<file path="src/sv/nlp_pkg.sv">
package nlp_pkg;

  // bits per nibble and per count field (counts reach at most 9)
  localparam int NIB_W = 4;
  localparam int CNT_W = 4;
  // a 32-bit word holds at most eight nibbles
  localparam int MAX_WORD_NIBBLES = 8;

  localparam logic [NIB_W-1:0] PAD_NIB   = 4'hF;
  localparam logic [7:0]       TERM_BYTE = 8'hFF;

  // number of nibble positions of the word that can be nonzero
  function automatic int sig_positions(input int word_nibbles);
    sig_positions = (word_nibbles > MAX_WORD_NIBBLES) ? MAX_WORD_NIBBLES : word_nibbles;
  endfunction

endpackage

</file>
<file path="src/sv/nlp_if.sv">
interface nlp_in_if;
  logic        valid;
  logic        ready;
  logic [31:0] word_in;
  logic        stream_end;

  modport source (output valid, output word_in, output stream_end, input ready);
  modport sink   (input valid, input word_in, input stream_end, output ready);
endinterface

interface nlp_out_if;
  logic       valid;
  logic       ready;
  logic [7:0] out_byte;
  logic       run_end;
  logic       final_byte;

  modport source (output valid, output out_byte, output run_end, output final_byte,
                  input ready);
  modport sink   (input valid, input out_byte, input run_end, input final_byte,
                  output ready);
endinterface

</file>
<file path="src/sv/nibble_length_prefix_packer.sv">
// channel  | dir | payload                           | handshake
// in_ch    | in  | word_in[31:0], stream_end         | valid / ready
// out_ch   | out | out_byte[7:0], run_end, final_byte| valid / ready
//
// a word leaves the queue, then the back-end sequencer emits one byte per
// cycle while the output is not stalled, plus a step that parks an odd
// nibble and, on the last word of a stream, a step for the close byte
// a two-entry queue lets the front accept words while the back end stalls
// rst is synchronous and clears the queue, the held nibble and the output
module nibble_length_prefix_packer
  import nlp_pkg::*;
#(
  parameter int WORD_NIBBLES = 8
) (
  input  logic      clk,
  input  logic      rst,
  nlp_in_if.sink    in_ch,
  nlp_out_if.source out_ch
);

  localparam int NV = NIB_W * (sig_positions(WORD_NIBBLES) + 1);
  localparam int EW = NV + CNT_W + 1;

  logic [NV-1:0]    f_nibs;
  logic [CNT_W-1:0] f_rem;
  logic             f_last;
  logic             q_full;
  logic             q_empty;
  logic             q_pop;
  logic [EW-1:0]    q_data;

  nlp_front #(.WORD_NIBBLES(WORD_NIBBLES)) u_front (
    .word_in    (in_ch.word_in),
    .stream_end (in_ch.stream_end),
    .nibs       (f_nibs),
    .rem        (f_rem),
    .last       (f_last)
  );

  assign in_ch.ready = !q_full;

  nlp_fifo #(.WIDTH(EW)) u_fifo (
    .clk       (clk),
    .rst       (rst),
    .push      (in_ch.valid),
    .push_data ({f_nibs, f_rem, f_last}),
    .full      (q_full),
    .pop       (q_pop),
    .pop_data  (q_data),
    .empty     (q_empty)
  );

  nlp_back #(.WORD_NIBBLES(WORD_NIBBLES)) u_back (
    .clk     (clk),
    .rst     (rst),
    .q_empty (q_empty),
    .q_pop   (q_pop),
    .q_nibs  (q_data[EW-1 -: NV]),
    .q_rem   (q_data[CNT_W:1]),
    .q_last  (q_data[0]),
    .out_ch  (out_ch)
  );

endmodule

</file>
<file path="src/sv/nlp_front.sv">
module nlp_front
  import nlp_pkg::*;
#(
  parameter int WORD_NIBBLES = 8
) (
  input  logic [31:0]                                   word_in,
  input  logic                                          stream_end,
  output logic [NIB_W*(sig_positions(WORD_NIBBLES)+1)-1:0] nibs,
  output logic [CNT_W-1:0]                              rem,
  output logic                                          last
);

  localparam int SIG_N = sig_positions(WORD_NIBBLES);
  localparam int WW    = NIB_W * SIG_N;

  logic [WW-1:0]    masked;
  logic [CNT_W-1:0] sig;
  logic [CNT_W-1:0] lead_zero;
  logic [WW-1:0]    aligned;

  assign masked = word_in[WW-1:0];

  // highest nonzero nibble sets the count
  always_comb begin
    sig = '0;
    for (int k = 0; k < SIG_N; k++) begin
      if (masked[NIB_W*k +: NIB_W] != '0) begin
        sig = CNT_W'(k + 1);
      end
    end
  end

  // left-align the significant nibbles under the header
  assign lead_zero = CNT_W'(SIG_N) - sig;
  assign aligned   = masked << {lead_zero, 2'b00};

  assign nibs = {sig, aligned};
  assign rem  = sig + CNT_W'(1);
  assign last = stream_end;

endmodule

</file>
<file path="src/sv/nlp_fifo.sv">
module nlp_fifo #(
  parameter int WIDTH = 8
) (
  input  logic             clk,
  input  logic             rst,
  input  logic             push,
  input  logic [WIDTH-1:0] push_data,
  output logic             full,
  input  logic             pop,
  output logic [WIDTH-1:0] pop_data,
  output logic             empty
);

  logic [WIDTH-1:0] mem [2];
  logic             wp;
  logic             rp;
  logic [1:0]       count;

  assign full     = (count == 2'd2);
  assign empty    = (count == 2'd0);
  assign pop_data = mem[rp];

  always_ff @(posedge clk) begin
    if (push && !full) begin
      mem[wp] <= push_data;
    end
  end

  always_ff @(posedge clk) begin
    if (rst) begin
      wp    <= 1'b0;
      rp    <= 1'b0;
      count <= 2'd0;
    end else begin
      if (push && !full) wp <= ~wp;
      if (pop && !empty) rp <= ~rp;
      count <= count + 2'((push && !full) ? 1 : 0) - 2'((pop && !empty) ? 1 : 0);
    end
  end

endmodule

</file>
<file path="src/sv/nlp_back.sv">
module nlp_back
  import nlp_pkg::*;
#(
  parameter int WORD_NIBBLES = 8
) (
  input  logic                                          clk,
  input  logic                                          rst,
  input  logic                                          q_empty,
  output logic                                          q_pop,
  input  logic [NIB_W*(sig_positions(WORD_NIBBLES)+1)-1:0] q_nibs,
  input  logic [CNT_W-1:0]                              q_rem,
  input  logic                                          q_last,
  nlp_out_if.source                                     out_ch
);

  localparam int NV = NIB_W * (sig_positions(WORD_NIBBLES) + 1);

  logic             busy;
  logic [NV-1:0]    nibs;
  logic [CNT_W-1:0] rem;
  logic             last;
  logic             pend;
  logic [NIB_W-1:0] held;

  logic             out_valid;
  logic [7:0]       out_byte;
  logic             run_end;
  logic             final_byte;

  logic             slot_free;
  logic             step;
  logic             emit;
  logic [NIB_W-1:0] top_nib;
  logic [NIB_W-1:0] second_nib;

  assign slot_free  = !out_valid || out_ch.ready;
  assign step       = busy && slot_free;
  // every step loads a byte except the one that parks an odd nibble
  assign emit       = step && !(rem == CNT_W'(1) && !pend);
  assign q_pop      = !busy && !q_empty;
  assign top_nib    = nibs[NV-1 -: NIB_W];
  assign second_nib = nibs[NV-NIB_W-1 -: NIB_W];

  assign out_ch.valid      = out_valid;
  assign out_ch.out_byte   = out_byte;
  assign out_ch.run_end    = run_end;
  assign out_ch.final_byte = final_byte;

  always_ff @(posedge clk) begin
    if (rst) begin
      busy      <= 1'b0;
      pend      <= 1'b0;
      held      <= '0;
      out_valid <= 1'b0;
    end else begin
      if (emit) begin
        out_valid <= 1'b1;
      end else if (out_ch.ready) begin
        out_valid <= 1'b0;
      end
      if (q_pop) begin
        busy <= 1'b1;
        nibs <= q_nibs;
        rem  <= q_rem;
        last <= q_last;
      end else if (step) begin
        if (rem != '0) begin
          if (pend) begin
            // complete the held byte with one nibble
            out_byte   <= {held, top_nib};
            run_end    <= !last && (rem - CNT_W'(1) < CNT_W'(2));
            final_byte <= 1'b0;
            nibs       <= nibs << NIB_W;
            rem        <= rem - CNT_W'(1);
            pend       <= 1'b0;
            if (rem == CNT_W'(1) && !last) busy <= 1'b0;
          end else if (rem >= CNT_W'(2)) begin
            out_byte   <= {top_nib, second_nib};
            run_end    <= !last && (rem - CNT_W'(2) < CNT_W'(2));
            final_byte <= 1'b0;
            nibs       <= nibs << (2 * NIB_W);
            rem        <= rem - CNT_W'(2);
            if (rem == CNT_W'(2) && !last) busy <= 1'b0;
          end else begin
            // odd nibble left: hold it for the next word or the close byte
            held <= top_nib;
            pend <= 1'b1;
            rem  <= '0;
            if (!last) busy <= 1'b0;
          end
        end else begin
          // only reached on the last word of a stream
          out_byte   <= pend ? {held, PAD_NIB} : TERM_BYTE;
          run_end    <= 1'b1;
          final_byte <= 1'b1;
          pend       <= 1'b0;
          held       <= '0;
          busy       <= 1'b0;
        end
      end
    end
  end

endmodule

</file>
<file path="src/flat_wrapper.sv">
// flat-port wrapper written by rule: the top's interface ports become plain ports
module nibble_length_prefix_packer_flat import nlp_pkg::*;
#(
  parameter int WORD_NIBBLES = 8
)
  (clk, rst, in_ch_valid, in_ch_word_in, in_ch_stream_end, in_ch_ready, out_ch_valid, out_ch_out_byte, out_ch_run_end, out_ch_final_byte, out_ch_ready);
  nlp_in_if in_ch_i ();
  nlp_out_if out_ch_i ();
  input  logic clk;
  input  logic rst;
  input wire logic [$bits(in_ch_i.valid)-1:0] in_ch_valid;
  input wire logic [$bits(in_ch_i.word_in)-1:0] in_ch_word_in;
  input wire logic [$bits(in_ch_i.stream_end)-1:0] in_ch_stream_end;
  output wire logic [$bits(in_ch_i.ready)-1:0] in_ch_ready;
  output wire logic [$bits(out_ch_i.valid)-1:0] out_ch_valid;
  output wire logic [$bits(out_ch_i.out_byte)-1:0] out_ch_out_byte;
  output wire logic [$bits(out_ch_i.run_end)-1:0] out_ch_run_end;
  output wire logic [$bits(out_ch_i.final_byte)-1:0] out_ch_final_byte;
  input wire logic [$bits(out_ch_i.ready)-1:0] out_ch_ready;
  assign in_ch_i.valid = in_ch_valid;
  assign in_ch_i.word_in = in_ch_word_in;
  assign in_ch_i.stream_end = in_ch_stream_end;
  assign in_ch_ready = in_ch_i.ready;
  assign out_ch_valid = out_ch_i.valid;
  assign out_ch_out_byte = out_ch_i.out_byte;
  assign out_ch_run_end = out_ch_i.run_end;
  assign out_ch_final_byte = out_ch_i.final_byte;
  assign out_ch_i.ready = out_ch_ready;
  nibble_length_prefix_packer #(.WORD_NIBBLES(WORD_NIBBLES)) u_core (.clk(clk), .rst(rst), .in_ch(in_ch_i), .out_ch(out_ch_i));
endmodule
</file>
<file path="config.mk">
export PLATFORM = sky130hd
export DESIGN_NAME = nibble_length_prefix_packer_flat
export DESIGN_NICKNAME = d
export VERILOG_FILES = /design/src/sv/nlp_pkg.sv /design/src/sv/nlp_if.sv /design/src/sv/nibble_length_prefix_packer.sv /design/src/sv/nlp_front.sv /design/src/sv/nlp_fifo.sv /design/src/sv/nlp_back.sv /design/src/flat_wrapper.sv
export SDC_FILE = /design/constraint.sdc
export NUM_CORES = 1
export LEC_CHECK = 0
export BUFFER_PORTS_ARGS = -buffer_cell sky130_fd_sc_hd__buf_2
export CORE_MARGIN = 10
export CORE_UTILIZATION = 63
export CTS_BUF_LIST = sky130_fd_sc_hd__clkbuf_2 sky130_fd_sc_hd__clkbuf_4 sky130_fd_sc_hd__clkbuf_8
export CTS_CLUSTER_DIAMETER = 30
export DETAILED_ROUTE_END_ITERATION = 10
export PLACE_DENSITY = 0.83
export SYNTH_ARGS = -nofsm -noshare
export SYNTH_HDL_FRONTEND = slang
export SYNTH_SLANG_ARGS = --single-unit
</file>
<file path="constraint.sdc">
create_clock -name clk -period 4 [get_ports clk]
set_clock_uncertainty 0.2 [all_clocks]
set_input_delay 0.4 -clock clk [delete_from_list [all_inputs] [get_ports clk]]
set_output_delay 0.4 -clock clk [all_outputs]
set_load 0.01 [all_outputs]
</file>
==> flow_summary.json <==
{
  "status": "finished clean",
  "cap_viol_max_count": 0,
  "drc": 0,
  "hold_viol_final": 0,
  "ctsResizeCount": 0,
  "peakVddDrop_v": 0.000732,
  "num_rows": 38,
  "p_leak_nw": 2.67,
  "fin_ws_ps": 854,
  "dpl_cell_area_um2": 7600,
  "synthTopCellsByArea": "edfxtp_1 56%, mux2i_1 8.5%, a211oi_1 4.6%",
  "ys_ff_latch": 145,
  "grt_use_met2": 0.320,
  "nets": 662,
  "grt_start_max_net_pins": 80,
  "firstDrtPassIters": 5,
  "postSynthNetCount": 613,
  "crit_required_ps": 3960,
  "r2r_setup_slack_ps": 1050,
  "tritoncts": "done",
  "die_w_um": 127,
  "async_reset_ff_frac": 0,
  "synth-main-ff-cell": "edfxtp_1",
  "place_ws_ps": 453,
  "mostFrequentLayoutCells": "133 x edfxtp_1, 61 x mux2i_1, 48 x buf_2",
  "grt_pass1_vias": 4907,
  "wire_per_inst_um": 20.9,
  "cts_num_sinks": 145,
  "ctsHtreeMaxLevel": 4,
  "gr-total-overflow": 0,
  "yosysTopAreaCell": "edfxtp_1",
  "fin_area_um2": 8050,
  "setup_violations": 0,
  "final_common_cell": "edfxtp_1",
  "report.final.slew_viol_count": 0,
  "drtAntennaViolNets": 0,
  "die_h_um": 127,
  "rsz0062_at_grt": "false",
  "hpwlAfterDp_um": 10700,
  "power_density_nw_per_um2": 628,
  "post-route-period-util": 0.787,
  "ys_types": 60,
  "area_growth_pct": 11.9,
  "fin_setup_tns_ps": 0,
  "worstSetupStartpointType": "input pin",
  "drive_gt1_frac": 0.209,
  "n_antenna_cell": 0,
  "die-area_um2": 16100,
  "worst_pin_slew_ps": 1020,
  "clk_pin_slew_worst_paths_ps": 80,
  "cts_buffer_depth": 2,
  "finalPower_mw": 5.06,
  "path_class": "input pin to flip-flop",
  "synth-edff-count": 133,
  "avgSynthCellArea_um2": 12.7,
  "drt_iter0_drc": 598,
  "routed_wl_um": 16100,
  "grt.busiest_layer": "met2",
  "groute.usage.overall": 0.203,
  "clk_latency_ps": 460,
  "arrival_ps": 3100,
  "cts_made_buffers": 17,
  "viasPerCell": 6.33,
  "endpoint_kind": "flip-flop",
  "yosysWarningCount": 0,
  "grt_pass1_wl_um": 26000,
  "vias": 4862,
  "synth_top_area_frac": 0.555,
  "period_minus_slack_ps": 3150,
  "yosysSeqAreaShare": 0.589,
  "antenna_found_initial": 0,
  "slew-limit-headroom": 0.322,
  "fmax_mhz": 318,
  "min-delay-path-class": "input pin to flip-flop",
  "start_util": 0.652,
  "top_level_ports": 49,
  "synth_area_um2": 7190,
  "port_buffers": 48,
  "met3_usage": 0.0671,
  "synthCells": 566,
  "met1_usage": 0.261,
  "coreArea_um2": 11000,
  "clock-root-buffer": "clkbuf_8",
  "gp_congestion": 0.930,
  "worstPathMaxFanout": 9,
  "whs_ps": 89.6
}
layer usage:
| layer | routed length, um | vias up |
|---|---|---|
| met5 | 0 | - |
| met4 | 156 | 0 |
| met3 | 1110 | 14 |
| met2 | 7870 | 181 |
| met1 | 6930 | 2393 |
| li1 | - | 2274 |
final cells by class:
| type | instances | area (um2) |
|---|---|---|
| repair buffers | 64 | 363 |
| multi-input cells | 375 | 2790 |
| clock inverters | 15 | 210 |
| inverters | 12 | 47.5 |
| clock buffers | 17 | 234 |
| fillers | 738 | 2980 |
| well taps | 140 | 175 |
| flip-flops and latches | 145 | 4240 |
timing repair:
action                    in CTS  in global routing
hold endpoints to repair       2                  0
hold buffers                   1                  0
buffers inserted               0                  0
sequential cells by signal, indices dropped and copies added (netlist names), named ones only:
| name | flops |
|---|---|
| u_core.u_fifo.wp | 1 |
| u_core.u_back.out_ch.final_byte | 1 |
| u_core.u_back.out_ch.valid | 1 |
| u_core.u_fifo.count | 2 |
| u_core.u_back.held | 4 |
| u_core.u_back.last | 1 |
| u_core.u_fifo.rp | 1 |
| u_core.u_back.out_ch.out_byte | 8 |
| u_core.u_back.busy | 1 |
| u_core.u_back.nibs | 36 |
| u_core.u_back.out_ch.run_end | 1 |
| u_core.u_back.rem | 4 |
| u_core.u_fifo.mem | 82 |
| u_core.u_back.pend | 1 |
critical path: stages:
cell	delay (ps)
buf_2	130
nor4_2	590
nand3_2	160
o2bb2ai_4	200
inv_4	70
ha_1	270
xor2_2	220
nand2b_1	310
a211oi_1	110
a2111oi_1	650
metrics by stage:
stage	utilization	std cells
floorplan	-	566
global placement	0.689	735
detailed placement	0.689	735
CTS	0.730	768
global route	0.730	768
finish	0.730	768
cells in the mapped netlist, types with 2 or more instances:
| cell | n |
|---|---|
| edfxtp_1 | 133 |
| mux2i_1 | 61 |
| a211oi_1 | 44 |
| a21oi_1 | 39 |
| nor2b_1 | 34 |
| nand2_1 | 31 |
| nor2_1 | 30 |
| clkbuf_1 | 20 |
| o21ai_0 | 13 |
| dfxtp_1 | 12 |
| and2_1 | 10 |
| ha_1 | 10 |
| inv_1 | 10 |
| mux2_2 | 10 |
| nand3_1 | 8 |
| buf_1 | 6 |
| o21ai_1 | 6 |
| a21o_1 | 5 |
| buf_2 | 5 |
| o211ai_1 | 5 |
| xor2_1 | 5 |
| a2111oi_1 | 4 |
| a22oi_1 | 4 |
| nor2_2 | 4 |
| nor3_1 | 4 |
| o221ai_1 | 4 |
| o22a_1 | 4 |
| or4_1 | 4 |
| mux4_2 | 3 |
| nand2b_1 | 3 |
| nor4_2 | 3 |
| xnor2_1 | 3 |
| nor4_4 | 2 |
path summary, 6_finish.rpt:
kind	startpoint	endpoint	cells past startpoint
max reg2reg	u_core.u_back.rem[1]	u_core.u_back.nibs[14]	7
max	in_ch_word_in[13]	u_core.u_fifo.mem[1][22]	10
min reg2reg	u_core.u_back.held[2]	u_core.u_back.held[2]	2
min	rst	flip-flop	2
report_power, final:
part | internal (mW) | leakage, nW | switching [mW]
clock | 0.686 | 0.212 | 0.580
combinational | 0.520 | 1.12 | 0.878
sequential | 2.18 | 1.33 | 0.218
total | 3.38 | 2.67 | 1.68
cell families (layout without fill, tap and decap cells):
group / after synthesis / after routing / share of synthesized area
XOR/XNOR: 9 / 9 / 0.0120
AND/OR/NAND/NOR: 141 / 141 / 0.108
buffers and inverters: 46 / 108 / 0.0270
multiplexers: 74 / 74 / 0.110
flip-flops: 145 / 145 / 0.589
adder cells (fa/ha/maj): 10 / 10 / 0.0174
AO/OA/AOI/OAI: 141 / 141 / 0.137
(Power assumes the default switching activity.)
